===== config.mk =====
export PLATFORM = sky130hd
export DESIGN_NAME = pbx_div_cell
export DESIGN_NICKNAME = d
export VERILOG_FILES = /design/src/hw/rtl/pbx_pkg.sv /design/src/hw/rtl/pbx_div_cell.sv
export SDC_FILE = /design/constraint.sdc
export NUM_CORES = 1
export LEC_CHECK = 0
export BUFFER_PORTS_ARGS = -buffer_cell sky130_fd_sc_hd__buf_2
export CAP_MARGIN = 20
export CORE_AREA = 2 2 162 164
export CTS_BUF_LIST = sky130_fd_sc_hd__clkbuf_4 sky130_fd_sc_hd__clkbuf_8 sky130_fd_sc_hd__clkbuf_16
export DETAILED_ROUTE_END_ITERATION = 6
export DIE_AREA = 0 0 164 166
export SYNTH_ARGS = -nofsm -noshare
export SYNTH_HDL_FRONTEND = slang
export SYNTH_SLANG_ARGS = --single-unit

===== constraint.sdc =====
create_clock -name i_clk -period 4.7 [get_ports i_clk]
set_input_delay 0.235 -clock i_clk [delete_from_list [all_inputs] [get_ports i_clk]]
set_output_delay 0.235 -clock i_clk [all_outputs]
set_load 0.02 [all_outputs]

===== src/hw/rtl/pbx_pkg.sv =====
// Shared widths, codes and types for the parabola breakpoint pipeline.
`default_nettype none
package pbx_pkg;

    // Field and datapath widths.
    localparam int CW     = 32;        // coordinate width
    localparam int ROOT_W = 65;        // square root width, one bit per root cell
    localparam int Q_W    = 2 * ROOT_W; // radicand width
    localparam int MAG_W  = 66;        // dividend magnitude width, one bit per divide cell
    localparam int DV_W   = 32;        // divisor magnitude width
    localparam int P_W    = 66;        // linear term a*d - c*b

    // Result status codes.
    localparam logic [1:0] ST_OK       = 2'd0;
    localparam logic [1:0] ST_NEG_DISC = 2'd1;
    localparam logic [1:0] ST_SAT      = 2'd2;

    // How a beat's result is formed.
    typedef enum logic [1:0] {
        KIND_SOLVE,
        KIND_DIRECT,
        KIND_NEGDISC
    } t_kind;

    // Data riding along the square root chain.
    typedef struct packed {
        t_kind                  kind;
        logic [CW-1:0]          alt;
        logic signed [P_W-1:0]  p;
        logic                   den_neg;
        logic [DV_W-1:0]        dv;
    } t_sq_side;

    // Data riding along the divide chain.
    typedef struct packed {
        t_kind         kind;
        logic [CW-1:0] alt;
        logic          nneg;
        logic          den_neg;
    } t_dv_side;

endpackage
`default_nettype wire


===== src/hw/rtl/pbx_div_cell.sv =====
// One cell of the restoring divide chain: settles one quotient bit per beat.
`default_nettype none
module pbx_div_cell
    import pbx_pkg::*;
#(
    parameter int NW = 66,
    parameter int DW = 32,
    parameter int SW = 8
) (
    input  wire logic           i_clk,
    input  wire logic           i_rst_n,
    input  wire logic           i_en,
    input  wire logic           i_valid,
    input  wire logic [NW-1:0]  i_num,
    input  wire logic [DW-1:0]  i_rem,
    input  wire logic [NW-1:0]  i_quo,
    input  wire logic [DW-1:0]  i_dv,
    input  wire logic [SW-1:0]  i_side,
    output logic                o_valid,
    output logic [NW-1:0]       o_num,
    output logic [DW-1:0]       o_rem,
    output logic [NW-1:0]       o_quo,
    output logic [DW-1:0]       o_dv,
    output logic [SW-1:0]       o_side
);

    logic            r_valid;
    logic [NW-1:0]   r_num, n_num;
    logic [DW-1:0]   r_rem, n_rem;
    logic [NW-1:0]   r_quo, n_quo;
    logic [DW-1:0]   r_dv;
    logic [SW-1:0]   r_side;
    logic [DW:0]     w_part;

    // Shift in the next dividend bit and subtract the divisor if it fits.
    always_comb begin
        w_part = {i_rem, i_num[NW-1]};
        n_num  = {i_num[NW-2:0], 1'b0};
        if (w_part >= {1'b0, i_dv}) begin
            n_rem = DW'(w_part - {1'b0, i_dv});
            n_quo = {i_quo[NW-2:0], 1'b1};
        end else begin
            n_rem = w_part[DW-1:0];
            n_quo = {i_quo[NW-2:0], 1'b0};
        end
    end

    always_ff @(posedge i_clk) begin
        if (!i_rst_n) begin
            r_valid <= 1'b0;
        end else if (i_en) begin
            r_valid <= i_valid;
        end
    end

    always_ff @(posedge i_clk) begin
        if (i_en) begin
            r_num  <= n_num;
            r_rem  <= n_rem;
            r_quo  <= n_quo;
            r_dv   <= i_dv;
            r_side <= i_side;
        end
    end

    assign o_valid = r_valid;
    assign o_num   = r_num;
    assign o_rem   = r_rem;
    assign o_quo   = r_quo;
    assign o_dv    = r_dv;
    assign o_side  = r_side;

endmodule
`default_nettype wire

==> impl_metrics.toml <==
[place]
place_inst = 1280
dp_slack_ns = 1.03
dp_hpwl_um = 20500
place_area_um2 = 10800
gp_congestion = 0.853
io_buffers = 410

[final_layout]
fin_cells = 1496
nets = 1384
syn_to_final_growth_pct = 60.2
layout-drive-gt1-share_pct = 39.9
design_area_um2 = 13400

[floorplan]
num_rows = 59
dieArea_um2 = 27200
num_io_pins = 413
design.core.area_um2 = 25600
initial_core_util_pct = 32.6
fp.dieW_um = 164
die_y_um = 166

[synthesis]
syn-cell-area_um2 = 8350
synthMuxAreaShare_pct = 1.71
ys.flop_type = "edfxtp_1"
synth_top_family_by_area = "compound AO/OA/AOI/OAI gates"
ys_seq_area_share_pct = 73.2
synth_edf_count = 203
yosysWarningCount = 0
synth_xor_area_share_pct = 2.83
synthAdderAreaFrac_pct = 5.03
ys_ff_latch = 204
yosysUniqueCellTypes = 49
async_reset_ff_share_pct = 0
synth_simple_gate_area_share_pct = 5.50
synth_fp_nets = 792
synth_compound_area_share_pct = 8.81
synthCells = 551
avgSynthCellArea_um2 = 15.2

[worst_setup_path]
cp_slowest_cell = "dlygate4sd3_1"
crit_buf_inv = 2
crit_top_cell = "a21oi_1"
max_stage_delay_ns = 0.54
r2r_start = "o_valid$_SDFFE_PN0P_"
arrival_ns = 4.00
critPathTopFamily = "compound AO/OA/AOI/OAI gates"
rr_worst_depth = 3
rrSetupSlack_ns = 3.50
path_cells = "dlygate4sd3_1 > buf_2 > ha_1 > fa_1 > nand2b_1 > a21oi_1 > o21ai_0 > o311a_1 > a31oi_1 > a21oi_1 > o41ai_1 > xor2_1 > mux2_1"
path_max_fanout = 4
end_kind = "register"
start_kind = "primary input"
r2r_end = "o_valid$_SDFFE_PN0P_"
critPathKind = "in2reg"
worstPathRequired_ns = 4.96

[routing]
route.detailed.drc = 0
via_per_inst = 4.67
dr.pass1.iters = 5
drt-initial-drc-count = 475
antenna_left = 0
post_drt_wl_per_cell_um = 19.5
dr_total_vias = 6992
wirelength_um = 29200

[pwr]
seqPwrFrac_pct = 42.4
powerDensity_nw_per_um2 = 395
p_int_mw = 3.90
p_sw_share_pct = 26.2
clkPwrFrac_pct = 38.7
comb_power_share_pct = 18.9
peakVddDrop_mv = 0.414
p_leak_nw = 5.84
power_switching_mw = 1.38

[min_path]
hold_depth = 2
min-delay-start = "i_rem[29]"
hold_end = "o_rem[30]$_DFFE_PP_"
hold_path.class = "in2reg"

[global_route]
grt_max_degree = 126
grt_overflow = 0
grt_pass1_vias = 7028
antenna_found_initial = 6
track_usage_pct = 20.4
grt_pass1_wl_um = 41700

[clocking]
cts_resized = 0
numCtsBuffers = 24
cts_sinks = 204
cts_max_path_buffers = 3
clkTransAtPathRegs_ns = 0.06
cts_tree = "built"
cts_htree_levels = 1
clock_latency_ns = 0.50
clockRootBuffer = "clkbuf_16"

[sta]
setup_viol = 0
period_share_pct = 79.5
skew_ns = 0
timing.fmax_mhz = 268
timing.final.ws_setup_ns = 0.962
hold_viol = 0
rsz0062_at_grt = "false"
fin_crit_ns = 3.74
relSlewSlack_pct = 32.8
holdWs_ns = 0.0314
finalSetupTns_ns = 0
drv_slew = 0
worstMarginPinSlew_ns = 1.01

[job]
cap_violations = 0

[status]
status = "finished clean"
## synth_stat cells (8+ instances only)
cell / n / area share, %
o21ai_0: 16 / 0.96
nor2_1: 36 / 1.6
edfxtp_1: 203 / 73
inv_1: 38 / 1.7
xnor2_1: 16 / 1.7
a21oi_1: 54 / 3.2
ha_1: 32 / 4.8
buf_2: 8 / 0.48
nand3_1: 8 / 0.48
nand2_1: 27 / 1.2
a21o_1: 12 / 1.1
xor2_1: 11 / 1.2
## power groups by stage
stage	Sequential, mW	Clock [mW]	Combinational [mW]
floorplan	2.50	0	0.268
global placement	2.27	0	0.868
detailed placement	2.27	0	0.875
CTS	2.24	2.09	0.999
global route	2.26	2.17	1.07
finish	2.24	2.04	0.996
## timing repair
item	in CTS	in global routing
endpoints found under the hold margin	171	0
hold buffers	172	0
buffers inserted	0	0
## worst register-to-register path: cells and delay by family, from the launching register on
family / cells / cell delay (ns)
flops: 1 / 0.32
mux: 1 / 0.15
buf+inv: 1 / 0.55
simple gates: 1 / 0.06
## registers in the layout, indices dropped and copies added (netlist names)
register / flops
o_quo: 66
o_num: 65
o_dv: 32
o_rem: 32
o_side: 8
o_valid: 1
## per-stage QoR
stage / utilization (%) / total power, mW
finish: 52.2 / 5.28
global placement: 42.1 / 3.14
floorplan: - / 2.77
global route: 52.2 / 5.49
detailed placement: 42.1 / 3.15
CTS: 52.2 / 5.33
## cell type report
class,instances,area (µm²)
Tap cell,335,419
Clock buffer,25,626
Multi-Input combinational cell,291,2000
Timing Repair Buffer,584,3820
Antenna cell,1,2.50
Clock inverter,18,249
Fill cell,2177,12200
Inverter,38,143
Sequential cell,204,6120
## logic make-up (layout without fill, tap and decap cells)
kind of cell / count (synthesis) / in the layout
simple gates: 99 / 99
xor+xnor: 27 / 27
other cells: 1 / 2
fa+ha+maj: 33 / 33
flops: 204 / 204
mux: 13 / 13
buf+inv: 56 / 665
compound gates: 118 / 118
## placed cells by master (no fill, tap or decap), types with 3 or more instances in the layout
| master | n |
|---|---|
| ha_1 | 32 |
| nand2_1 | 27 |
| nor4_1 | 4 |
| a31oi_1 | 5 |
| mux2_2 | 6 |
| a211oi_1 | 3 |
| clkinv_2 | 5 |
| xor2_1 | 11 |
| o21bai_1 | 3 |
| clkbuf_16 | 25 |
| clkinv_1 | 3 |
| o21a_1 | 6 |
| nor2b_1 | 3 |
| xnor2_1 | 16 |
| dlygate4sd3_1 | 172 |
| nor2_1 | 36 |
| a21oi_1 | 54 |
| mux2i_1 | 3 |
| edfxtp_1 | 203 |
| buf_2 | 409 |
| mux2_1 | 4 |
| o211ai_1 | 4 |
| bufinv_16 | 6 |
| nand2b_1 | 4 |
| nand4_1 | 7 |
| nand3_1 | 8 |
| o21ai_0 | 16 |
| a21o_1 | 12 |
| inv_1 | 38 |
## worst max-delay path by stage
stage / from / end / slack (ns) / cells past startpoint
6_report: i_dv[0] / o_rem[30]$_DFFE_PP_ / 0.96 / 13
5_1_grt: i_dv[0] / o_rem[30]$_DFFE_PP_ / 0.84 / 13
4_1_cts: i_dv[0] / o_rem[30]$_DFFE_PP_ / 1.04 / 13
3_5_place_dp: i_num[65] / o_rem[30]$_DFFE_PP_ / 1.03 / 13
3_3_place_gp: i_num[65] / o_rem[30]$_DFFE_PP_ / 1.09 / 13
2_1_floorplan: i_dv[7] / o_rem[13]$_DFFE_PP_ / 1.69 / 12
## per-layer routing
layer	wire [µm]	track usage, %	vias to the layer above
met4	1410	9.23	10
met5	62	0	-
met3	2450	5.69	89
li1	-	-	3260
met2	14200	35.5	341
met1	11100	23.0	3292
No activity file was read; power rests on OpenSTA's default activity.
