--- config.mk ---
export PLATFORM = sky130hd
export DESIGN_NAME = pbx_sqrt_cell
export DESIGN_NICKNAME = d
export VERILOG_FILES = /design/src/hw/rtl/pbx_pkg.sv /design/src/hw/rtl/pbx_sqrt_cell.sv
export SDC_FILE = /design/constraint.sdc
export NUM_CORES = 1
export LEC_CHECK = 0
export ABC_AREA = 1
export BUFFER_PORTS_ARGS = -buffer_cell sky130_fd_sc_hd__buf_2
export CAP_MARGIN = 25
export CORE_AREA = 8 8 203 205
export CTS_CLUSTER_SIZE = 8
export DETAILED_ROUTE_END_ITERATION = 6
export DIE_AREA = 0 0 211 213
export PLACE_DENSITY = 0.73
export SYNTH_ARGS = -nofsm -noshare
export SYNTH_HDL_FRONTEND = slang
export SYNTH_SLANG_ARGS = --single-unit
--- constraint.sdc ---
create_clock -name i_clk -period 2.47 [get_ports i_clk]
set_clock_uncertainty 0.1 [all_clocks]
set_input_delay 0.494 -clock i_clk [delete_from_list [all_inputs] [get_ports i_clk]]
set_output_delay 0.494 -clock i_clk [all_outputs]
set_load 0.01 [all_outputs]
--- src/hw/rtl/pbx_pkg.sv ---
// Shared widths, codes and types for the parabola breakpoint pipeline.
`default_nettype none
package pbx_pkg;

    // Field and datapath widths.
    localparam int CW     = 32;        // coordinate width
    localparam int ROOT_W = 65;        // square root width, one bit per root cell
    localparam int Q_W    = 2 * ROOT_W; // radicand width
    localparam int MAG_W  = 66;        // dividend magnitude width, one bit per divide cell
    localparam int DV_W   = 32;        // divisor magnitude width
    localparam int P_W    = 66;        // linear term a*d - c*b

    // Result status codes.
    localparam logic [1:0] ST_OK       = 2'd0;
    localparam logic [1:0] ST_NEG_DISC = 2'd1;
    localparam logic [1:0] ST_SAT      = 2'd2;

    // How a beat's result is formed.
    typedef enum logic [1:0] {
        KIND_SOLVE,
        KIND_DIRECT,
        KIND_NEGDISC
    } t_kind;

    // Data riding along the square root chain.
    typedef struct packed {
        t_kind                  kind;
        logic [CW-1:0]          alt;
        logic signed [P_W-1:0]  p;
        logic                   den_neg;
        logic [DV_W-1:0]        dv;
    } t_sq_side;

    // Data riding along the divide chain.
    typedef struct packed {
        t_kind         kind;
        logic [CW-1:0] alt;
        logic          nneg;
        logic          den_neg;
    } t_dv_side;

endpackage
`default_nettype wire

--- src/hw/rtl/pbx_sqrt_cell.sv ---
// One cell of the square root chain: settles one root bit per beat.
`default_nettype none
module pbx_sqrt_cell
    import pbx_pkg::*;
#(
    parameter int RTW = 65,
    parameter int SW  = 8
) (
    input  wire logic                 i_clk,
    input  wire logic                 i_rst_n,
    input  wire logic                 i_en,
    input  wire logic                 i_valid,
    input  wire logic [2*RTW-1:0]     i_q,
    input  wire logic [RTW:0]         i_rem,
    input  wire logic [RTW-1:0]       i_root,
    input  wire logic [SW-1:0]        i_side,
    output logic                      o_valid,
    output logic [2*RTW-1:0]          o_q,
    output logic [RTW:0]              o_rem,
    output logic [RTW-1:0]            o_root,
    output logic [SW-1:0]             o_side
);

    localparam int QW = 2 * RTW;
    localparam int TW = RTW + 3;

    logic            r_valid;
    logic [QW-1:0]   r_q,    n_q;
    logic [RTW:0]    r_rem,  n_rem;
    logic [RTW-1:0]  r_root, n_root;
    logic [SW-1:0]   r_side;
    logic [TW-1:0]   w_part;
    logic [TW-1:0]   w_trial;

    // Bring down the next two radicand bits and try the next root bit.
    always_comb begin
        w_part  = {i_rem, i_q[QW-1 -: 2]};
        w_trial = {1'b0, i_root, 2'b01};
        n_q     = {i_q[QW-3:0], 2'b00};
        if (w_part >= w_trial) begin
            n_rem  = (RTW+1)'(w_part - w_trial);
            n_root = {i_root[RTW-2:0], 1'b1};
        end else begin
            n_rem  = w_part[RTW:0];
            n_root = {i_root[RTW-2:0], 1'b0};
        end
    end

    always_ff @(posedge i_clk) begin
        if (!i_rst_n) begin
            r_valid <= 1'b0;
        end else if (i_en) begin
            r_valid <= i_valid;
        end
    end

    always_ff @(posedge i_clk) begin
        if (i_en) begin
            r_q    <= n_q;
            r_rem  <= n_rem;
            r_root <= n_root;
            r_side <= i_side;
        end
    end

    assign o_valid = r_valid;
    assign o_q     = r_q;
    assign o_rem   = r_rem;
    assign o_root  = r_root;
    assign o_side  = r_side;

endmodule
`default_nettype wire

==> results.yml, run 1 <==
clocking:
  clkTransAtPathRegs_ns: 0.05
  htree_levels: 2
  clock_path_buffers: 3
  cts_buffers: 39
  ctsRootBufferMaster: "clkbuf_16"
  clock_sinks: 268
  insertion_delay_ns: 0.54
  cts_tree: "built"
logic_synthesis:
  yosysSeqAreaShare_pct: 53.48
  synth_compound_area_share_pct: 4.404
  synth-main-ff-cell: "edfxtp_1"
  avgSynthCellArea_um2: 8.421
  synthCells: 1785
  synth_fa_ha_area_share_pct: 5.577
  syn_area_um2: 15030
  synth_top_family_by_area: "simple AND/OR/NAND/NOR gates"
  synthXorXnorAreaFrac_pct: 1.923
  yosys.area_share.simple_pct: 25.16
  synth.most_common_cell: "nand2_1"
  synth_mux_area_share_pct: 0
  synth_top_cell_by_area: "edfxtp_1"
  synthTopCellsByCount: "680 x nand2_1, 322 x inv_1, 267 x edfxtp_1"
  synth_edf_count: 267
  ys_ff_latch: 268
  async_flop_share_pct: 0
  yosysTopAreaCellShare_pct: 53.34
  ys_types: 29
  ys_warn_count: 0
  ys_top_cells_by_area: "edfxtp_1 53%, nand2_1 17%, inv_1 8.0%"
drt:
  drc: 0
  drtAntennaViolNets: 0
  wirelength_um: 68590
  m1WireLength_um: 27690
  wl_met2_um: 33900
  first_iter_violations: 1123
  maxUsedRoutingLayer: "met5"
  first_pass_iters: 7
  route.met3.wl_um: 4283
  wl_per_cell_um: 20.77
  vias: 15820
  vias_per_cell: 4.792
floorplan:
  fp.coreArea_um2: 38110
  chipWidth_um: 211
  num_rows: 72
  top_level_ports: 543
  die_area_um2: 44940
  die_h_um: 213
  start_util_pct: 39.44
timing:
  timing.final.hold_violations: 0
  min_period_ns: 2.387
  max-slew-margin-rel_pct: 59.25
  grt_setup_unrepaired: "yes"
  final.setup.tns_ns: 0
  min_period_over_period_pct: 96.63
  maxClockFrequency_ghz: 0.4190
  worst_pin_slew_ns: 0.6066
  whs_ns: 0.02942
  slew_violations: 0
  setup_viol: 0
final_layout:
  multi_input_area_um2: 5769
  drive_above_1_share_pct: 38.12
  syn2layout_area_growth_pct: 51.74
  final_cell_count_no_fill: 3302
  regArea_um2: 8038
  nets: 3106
  nFillCells: 3472
grt:
  overflow: 0
  grt_pass1_vias: 16230
  grt_max_degree: 80
  grt_pass1_wl_um: 98860
  antenna_found_initial: 8
  grt_usage_pct: 29.59
setup_path:
  crit_type: "in -> reg"
  cp-start-kind: "primary input"
  critPathCaptureType: "flip-flop"
  critPathMaxFanout: 24
  cp.required_ns: 2.65
  critical_path_arrival_ns: 2.57
place:
  place_congestion: 0.9596
  hpwl_um: 56770
  dp.cells: 3216
  numPortBuffers: 540
hold_path:
  hold_class: "in -> reg"
status:
  outcome: "finished, final reports clean"
power:
  total_power_mw: 14.35
  ir_drop_mv: 0.4406
  power_leakage_nw: 12.08
  power_density_nw_per_um2: 628.9
run:
  cap_violations: 0
state kept, by name, summed over array words and instances, names as in the netlist:
name / count
o_side: 8
o_valid: 1
o_root: 65
o_q: 128
o_rem: 66
per-layer routing:
layer | vias to the layer above | GRT usage [%]
met5 | - | 0
met4 | 8 | 11.61
met3 | 125 | 5.387
met2 | 590 | 52.43
met1 | 7459 | 35.25
li1 | 7642 | -
metrics by stage:
stage / setup slack (ns) / instance area [µm²] / util (%)
2_1_floorplan: 0.01197 / 15030 / -
3_3_place_gp: -0.5987 / 21290 / 55.88
3_5_place_dp: -0.6672 / 21290 / 55.88
4_1_cts: 0.0006655 / 22570 / 59.24
5_1_grt: -0.04669 / 22800 / 59.84
6_report: 0.08314 / 22810 / 59.85
cell type report:
type | instances | area share [%]
tap | 518 | 2.842
multi-input combinational | 1159 | 25.29
sequential | 268 | 35.24
timing repair buffer | 956 | 26.33
antenna | 6 | 0.06583
clock buffer | 50 | 4.460
clock inverter | 3 | 0.1426
inverter | 342 | 5.628
kinds of logic (layout without fill, tap and decap cells):
| logic type | Yosys count | in the layout |
|---|---|---|
| simple gates | 933 | 933 |
| xor+xnor | 33 | 33 |
| compound gates | 124 | 124 |
| fa+ha+maj | 67 | 67 |
| flops | 268 | 268 |
| buf+inv | 359 | 1351 |
| other cells | 1 | 8 |
worst paths after layout:
check | slack (ns) | to | depth (start not counted) | from
max reg2reg | 1.71 | o_valid$_SDFFE_PN0P_ | 2 | o_valid$_SDFFE_PN0P_
max | 0.08 | o_rem[28]$_DFFE_PP_ | 16 | i_root[41]
min | 0.03 | o_q[74]$_DFFE_PP_ | 1 | i_q[72]
min reg2reg | 0.47 | o_valid$_SDFFE_PN0P_ | 2 | o_valid$_SDFFE_PN0P_
where the power goes:
| group | leakage, nW | switching, mW | internal [mW] |
|---|---|---|---|
| Sequential | 2.62 | 0.143 | 5.55 |
| Clock | 0.510 | 2.00 | 2.86 |
| Combinational | 8.95 | 2.17 | 1.63 |
repair_timing:
item,CTS,global route
setup endpoints to repair,44,67
gates resized for setup,6,53
buffers inserted,0,6
hold buffers,21,0
pin swaps,1,8
endpoints found under the hold margin,21,0
cell usage in the layout, fill, tap and decap left out, drive strengths merged, types with 3 or more instances in the layout:
| master | n |
|---|---|
| buf | 935 |
| nand2 | 686 |
| inv | 344 |
| edfxtp | 267 |
| nor2 | 110 |
| nand3 | 82 |
| a21oi | 82 |
| ha | 67 |
| clkbuf | 50 |
| xor2 | 30 |
| o21ai | 27 |
| dlygate4sd3 | 21 |
| nor3 | 21 |
| nand4 | 18 |
| nand3b | 14 |
| o21bai | 11 |
| diode | 6 |
| xnor2 | 3 |
critical path: stages:
cell	delay, ns
buf_2	0.09
inv_1	0.04
ha_1	0.29
buf_4	0.15
a21oi_1	0.20
inv_1	0.09
a21oi_2	0.15
o21ai_2	0.12
a21oi_4	0.21
nand3_4	0.10
nand2_2	0.08
nand2_2	0.07
buf_4	0.16
buf_12	0.16
nand2_1	0.08
nand2_1	0.05
No activity file was read; power rests on OpenSTA's default activity.
==> inputs of run 2 (changes only) <==
--- a/config.mk
+++ b/config.mk
@@ -12,7 +12,8 @@
 export CTS_CLUSTER_SIZE = 8
 export DETAILED_ROUTE_END_ITERATION = 6
 export DIE_AREA = 0 0 211 213
-export PLACE_DENSITY = 0.73
+export GPL_TIMING_DRIVEN = 1
+export PLACE_DENSITY = 0.69
 export SYNTH_ARGS = -nofsm -noshare
 export SYNTH_HDL_FRONTEND = slang
 export SYNTH_SLANG_ARGS = --single-unit
==> constraint.sdc (replaced) <==
create_clock -name i_clk -period 2.47 [get_ports i_clk]
set_clock_uncertainty 0.1 [all_clocks]
set_input_delay 0.3705 -clock i_clk [delete_from_list [all_inputs] [get_ports i_clk]]
set_output_delay 0.3705 -clock i_clk [all_outputs]
set_load 0.01 [all_outputs]
==> run 2 against run 1 <==
Effect of this change:
- utilization is 4.8 points higher
- cell count up 5.5%
- clock-buffer cell count grew 4
- clock power rose by 4.5%
- register-to-register slack worse by 0.52 ns
- critical path depth rose by 2
- via count increased by 4.6%
- sequential share of layout area is 2.6 points lower
- maximum frequency is 2.7% higher
- sequential power barely moved
- non-clock buffer count up 179
- hold slack lost 0.0028 ns
==> results.yml, run 2 (synthesized netlist as in run 1, its figures left out) <==
final_layout:
  final_cell_mix: "677 x nand2_1, 539 x buf_2, 350 x buf_4"
  syn2layout_area_growth_pct: 63.95
  utilization_pct: 64.67
  regArea_um2: 8038
  fin_area_um2: 24640
  nFillCells: 3254
  nets: 3286
  largest_reg_flops: 128
  drive_above_1_share_pct: 33.46
  multi_input_area_um2: 5613
  final_cell_count_no_fill: 3485
  layout_commonest_cell: "nand2_1"
setup_path:
  cp-start-kind: "primary input"
  reg2reg_from: "o_valid$_SDFFE_PN0P_"
  r2r_cells: 3
  critical_path_arrival_ns: 2.65
  r2r_slack_ns: 1.19
  cp.required_ns: 2.80
  critPathCaptureType: "flip-flop"
  crit_type: "in -> reg"
  critPathMaxFanout: 23
  timing.rr.end: "o_valid$_SDFFE_PN0P_"
power:
  power_leakage_nw: 12.84
  total_power_mw: 14.82
  p_int_mw: 10.37
  seqPwrFrac_pct: 38.5
  swShare_pct: 30.00
  power_switching_mw: 4.446
  power_density_nw_per_um2: 601.3
  power_frac_comb_pct: 27.3
  ir_drop_mv: 0.4795
  pwr-share-clk_pct: 34.2
timing:
  min_period_over_period_pct: 94.13
  setup_viol: 0
  min_period_ns: 2.325
  grt_setup_unrepaired: "no"
  final.setup.tns_ns: 0
  slew_violations: 0
  maxClockFrequency_ghz: 0.4301
  timing.final.hold_violations: 0
clocking:
  ctsRootBufferMaster: "clkbuf_16"
  htree_levels: 2
  cts_buffers: 40
  clkTransAtPathRegs_ns: 0.05
  insertion_delay_ns: 0.55
  clock_sinks: 268
  cts_setup_buffers: 0
  cts_tree: "built"
  clock_path_buffers: 3
hold_path:
  whs_endpoint: "o_rem[40]$_DFFE_PP_"
  hold_class: "in -> reg"
  worstHoldStart: "i_rem[38]"
  hold-path-cell-count: 3
floorplan:
  die_h_um: 213
  start_util_pct: 39.44
  top_level_ports: 543
  fp.coreArea_um2: 38110
  die_area_um2: 44940
  num_rows: 72
  chipWidth_um: 211
drt:
  wl_per_cell_um: 20.82
  wirelength_um: 72550
  vias_per_cell: 4.751
  first_pass_iters: 5
  first_iter_violations: 1240
  drc: 0
  vias: 16560
  drtAntennaViolNets: 0
place:
  hpwl_um: 57970
  dp.cells: 3190
  numPortBuffers: 540
  place_area_um2: 21140
  place_congestion: 0.9931
run:
  cap_violations: 0
grt:
  grt_max_degree: 66
  grt_usage_pct: 31.34
  antenna_found_initial: 11
  grt_pass1_vias: 16920
  overflow: 0
  grt_pass1_wl_um: 105300
status:
  outcome: "finished, final reports clean"
run 2: cell types whose count changed in the layout (fill, tap and decap cells not counted), moves of 4 or more:
cell,before,now
a21oi_1,73,81
a21oi_2,8,1
buf_4,385,350
dlygate4sd3_1,21,232
nand2_1,659,677
nand2_2,26,9
nor2_1,91,99
nor2_2,13,9
nor2_4,6,2
run 2: critical path, stage by stage:
cell,delay [ns]
buf_2,0.09
inv_1,0.06
ha_1,0.31
nand2_1,0.12
inv_2,0.05
buf_4,0.12
nand2_2,0.09
nor2_2,0.07
nand2_2,0.11
nor2_2,0.06
nand2_1,0.05
nand3b_1,0.07
a21oi_1,0.26
nand2_2,0.15
inv_2,0.25
buf_12,0.22
nand2_1,0.08
nand2_1,0.08
run 2: timing repair:
item	4_1_cts	5_1_grt
endpoints found under the hold margin	231	0
hold buffers	232	0
gates resized for setup	0	10
endpoints found under the setup margin	0	65
run 2: routing by layer:
layer  up-vias  GRT usage [%]  routed length, µm
met5         -              0                 46
met4         8          10.64               2404
met3       123          6.605               4769
met2       639          55.08              35900
met1      7784          37.80              29430
li1       8004              -                  -
run 2: worst max path at each step:
stage / start / end / cells after the start
after floorplan: i_root[13] / o_rem[13]$_DFFE_PP_ / 16
after global routing: i_root[26] / o_rem[62]$_DFFE_PP_ / 17
after global placement: i_root[26] / o_rem[21]$_DFFE_PP_ / 17
after CTS: i_root[26] / o_rem[28]$_DFFE_PP_ / 17
after detailed placement: i_root[26] / o_rem[16]$_DFFE_PP_ / 17
final: i_root[36] / o_rem[65]$_DFFE_PP_ / 18
run 2: area by class of cell:
type,count,share of cell area [%]
clock buffer,54,4.362
inverter,342,5.209
multi-input combinational,1159,22.78
tap,518,2.630
antenna,5,0.05077
clock inverter,4,0.2386
timing repair buffer,1135,32.11
sequential,268,32.62
run 2: metrics by stage:
stage / hold WS (ns) / worst slack [ns]
finish: 0.02657 / 0.1449
global route: 0.01656 / 0.01544
CTS: 0.001820 / 0.06949
detailed placement: 0.4290 / -0.5217
global placement: 0.4238 / -0.5035
floorplan: 0.3640 / 0.1355
run 2: power groups by stage:
stage	Combinational (mW)	Sequential [mW]	Clock, mW
after floorplan	1.30	6.00	0
final	4.05	5.70	5.07
after global placement	3.67	5.77	0
after CTS	4.02	5.69	5.13
after detailed placement	3.70	5.77	0
after global routing	4.37	5.73	5.31
==> inputs of run 3 (changes only) <==
--- a/config.mk
+++ b/config.mk
@@ -8,12 +8,11 @@
 export ABC_AREA = 1
 export BUFFER_PORTS_ARGS = -buffer_cell sky130_fd_sc_hd__buf_2
 export CAP_MARGIN = 25
-export CORE_AREA = 8 8 203 205
+export CORE_AREA = 2 2 209 211
 export CTS_CLUSTER_SIZE = 8
 export DETAILED_ROUTE_END_ITERATION = 6
 export DIE_AREA = 0 0 211 213
 export GPL_TIMING_DRIVEN = 1
-export PLACE_DENSITY = 0.69
 export SYNTH_ARGS = -nofsm -noshare
 export SYNTH_HDL_FRONTEND = slang
 export SYNTH_SLANG_ARGS = --single-unit
==> run 3 against run 2 <==
Effect of this change:
- sequential cell count unchanged
- die area unchanged
- utilization decreased by 7.3 points
- non-clock buffer count decreased by 11
- first-iteration DRC count decreased by 11%
- critical path type unchanged
- largest power group unchanged
- register-to-register slack got worse by 0.07 ns
==> results.yml, run 3 (synthesized netlist as in run 1, its figures left out) <==
floorplan:
  num_rows: 76
  die_area_um2: 44940
  die_h_um: 213
  start_util_pct: 35.20
  top_level_ports: 543
  fp.coreArea_um2: 42700
  chipWidth_um: 211
clocking:
  clock_sinks: 268
  clock_path_buffers: 3
  cts_buffers: 40
  ctsRootBufferMaster: "clkbuf_16"
  clkTransAtPathRegs_ns: 0.06
  cts_tree: "built"
  htree_levels: 2
  insertion_delay_ns: 0.54
  cts_setup_buffers: 0
grt:
  grt_pass1_wl_um: 98960
  grt_pass1_vias: 16430
  grt_max_degree: 53
  grt_usage_pct: 29.94
  antenna_found_initial: 6
  overflow: 0
timing:
  min_period_ns: 2.340
  whs_ns: 0.01944
  setup_viol: 0
  slew_violations: 0
  grt_setup_unrepaired: "no"
  timing.final.hold_violations: 0
  fin_ws_ns: 0.1305
  maxClockFrequency_ghz: 0.4274
  min_period_over_period_pct: 94.72
  final.setup.tns_ns: 0
setup_path:
  reg2reg_from: "o_valid$_SDFFE_PN0P_"
  timing.rr.end: "o_valid$_SDFFE_PN0P_"
  crit_path_frequent_cell: "nand2_1"
  critPathCaptureType: "flip-flop"
  crit_chain: "buf_2 > inv_1 > ha_1 > buf_4 > nand2_1 > nor2_1 > nand2_1 > nand2_1 > nand2_1 > nand2_1 > nand2_1 > nand2_1 > nand2_1 > nand2_1 > nand2_1 > nand3_1 > nand2_1"
  critPathMaxFanout: 4
  cp-start-kind: "primary input"
  endpoint: "o_rem[63]$_DFFE_PP_"
  path_depth: 17
  critical_path_arrival_ns: 2.54
  r2r_cells: 3
  cp.required_ns: 2.67
  worstSetupStartpoint: "i_root[2]"
  r2r_slack_ns: 1.12
  critical-path-max-stage-delay_ns: 0.31
  crit_type: "in -> reg"
  crit_family: "simple AND/OR/NAND/NOR gates"
  cp_slowest_cell: "ha_1"
  path_buf_inv: 3
final_layout:
  nets: 3275
  final_cell_count_no_fill: 3505
  final_cell_mix: "678 x nand2_1, 539 x buf_2, 359 x buf_4"
  drive_above_1_share_pct: 33.76
  nFillCells: 3920
  syn2layout_area_growth_pct: 62.96
  layout_commonest_cell: "nand2_1"
  utilization_pct: 57.37
  fin_area_um2: 24490
  largest_reg_flops: 128
place:
  hpwl_um: 54800
  place_congestion: 0.9639
  dp.cells: 3223
  place_area_um2: 21170
  numPortBuffers: 540
  post-place-ws_ns: -0.5047
hold_path:
  worstHoldStart: "i_rem[62]"
  hold_class: "in -> reg"
drt:
  drc: 0
  drtAntennaViolNets: 0
  vias_per_cell: 4.639
  first_iter_violations: 1109
  vias: 16260
  wl_per_cell_um: 19.61
  wirelength_um: 68740
  first_pass_iters: 5
power:
  total_power_mw: 14.69
  ir_drop_mv: 0.4638
  power_density_nw_per_um2: 599.6
  power_leakage_nw: 12.77
status:
  outcome: "finished, final reports clean"
run:
  cap_violations: 0
[run 3: cell count changes in the layout (fill, tap and decap cells not counted), moves of 3 or more]
cell	previous run	this run
dlygate4sd3_1	232	216
buf_4	350	359
diode_2	5	9
buf_12	12	9
[run 3: cell type report]
cell class	instances	area [µm²]	area share (%)
well taps	546	683.2	2.789
multi-input cells	1159	5608	22.90
diodes	9	22.52	0.09195
inverters	342	1284	5.241
clock buffers	51	1042	4.255
clock inverters	6	66.31	0.2707
repair buffers	1124	7750	31.64
flip-flops and latches	268	8038	32.82
[run 3: repair_timing]
item                                   CTS  global route
setup endpoints to repair                0            65
endpoints found under the hold margin  215             0
hold buffers                           216             0
gates resized for setup                  0            10
[run 3: worst min path at each step]
stage | cells after the start | endpoint
3_5_place_dp | 1 | o_q[87]$_DFFE_PP_
2_1_floorplan | 1 | o_valid$_SDFFE_PN0P_
5_1_grt | 2 | o_root[35]$_DFFE_PP_
6_report | 3 | o_rem[64]$_DFFE_PP_
4_1_cts | 3 | o_rem[64]$_DFFE_PP_
3_3_place_gp | 1 | o_q[6]$_DFFE_PP_
[run 3: worst min-delay path, cell delays in order]
cell and delay (ns):
buf_2 0.10, nand2_1 0.05, nand2_1 0.05
[run 3: where the power goes]
part	total, mW	switching (mW)	internal [mW]	leakage, nW
Sequential	5.72	0.167	5.56	2.62
Combinational	3.97	2.18	1.79	9.62
Clock	5.00	1.97	3.02	0.536
Total	14.7	4.32	10.4	12.8
[run 3: per-layer routing]
metal	vias to the layer above	share of wire [%]	GRT usage [%]	routed length, µm
li1	7991	-	-	-
met1	7617	42	36.94	28620
met2	550	49	52.45	33670
met3	103	5.8	4.883	4020
met4	0	3.5	11.61	2435
met5	-	0	0	0
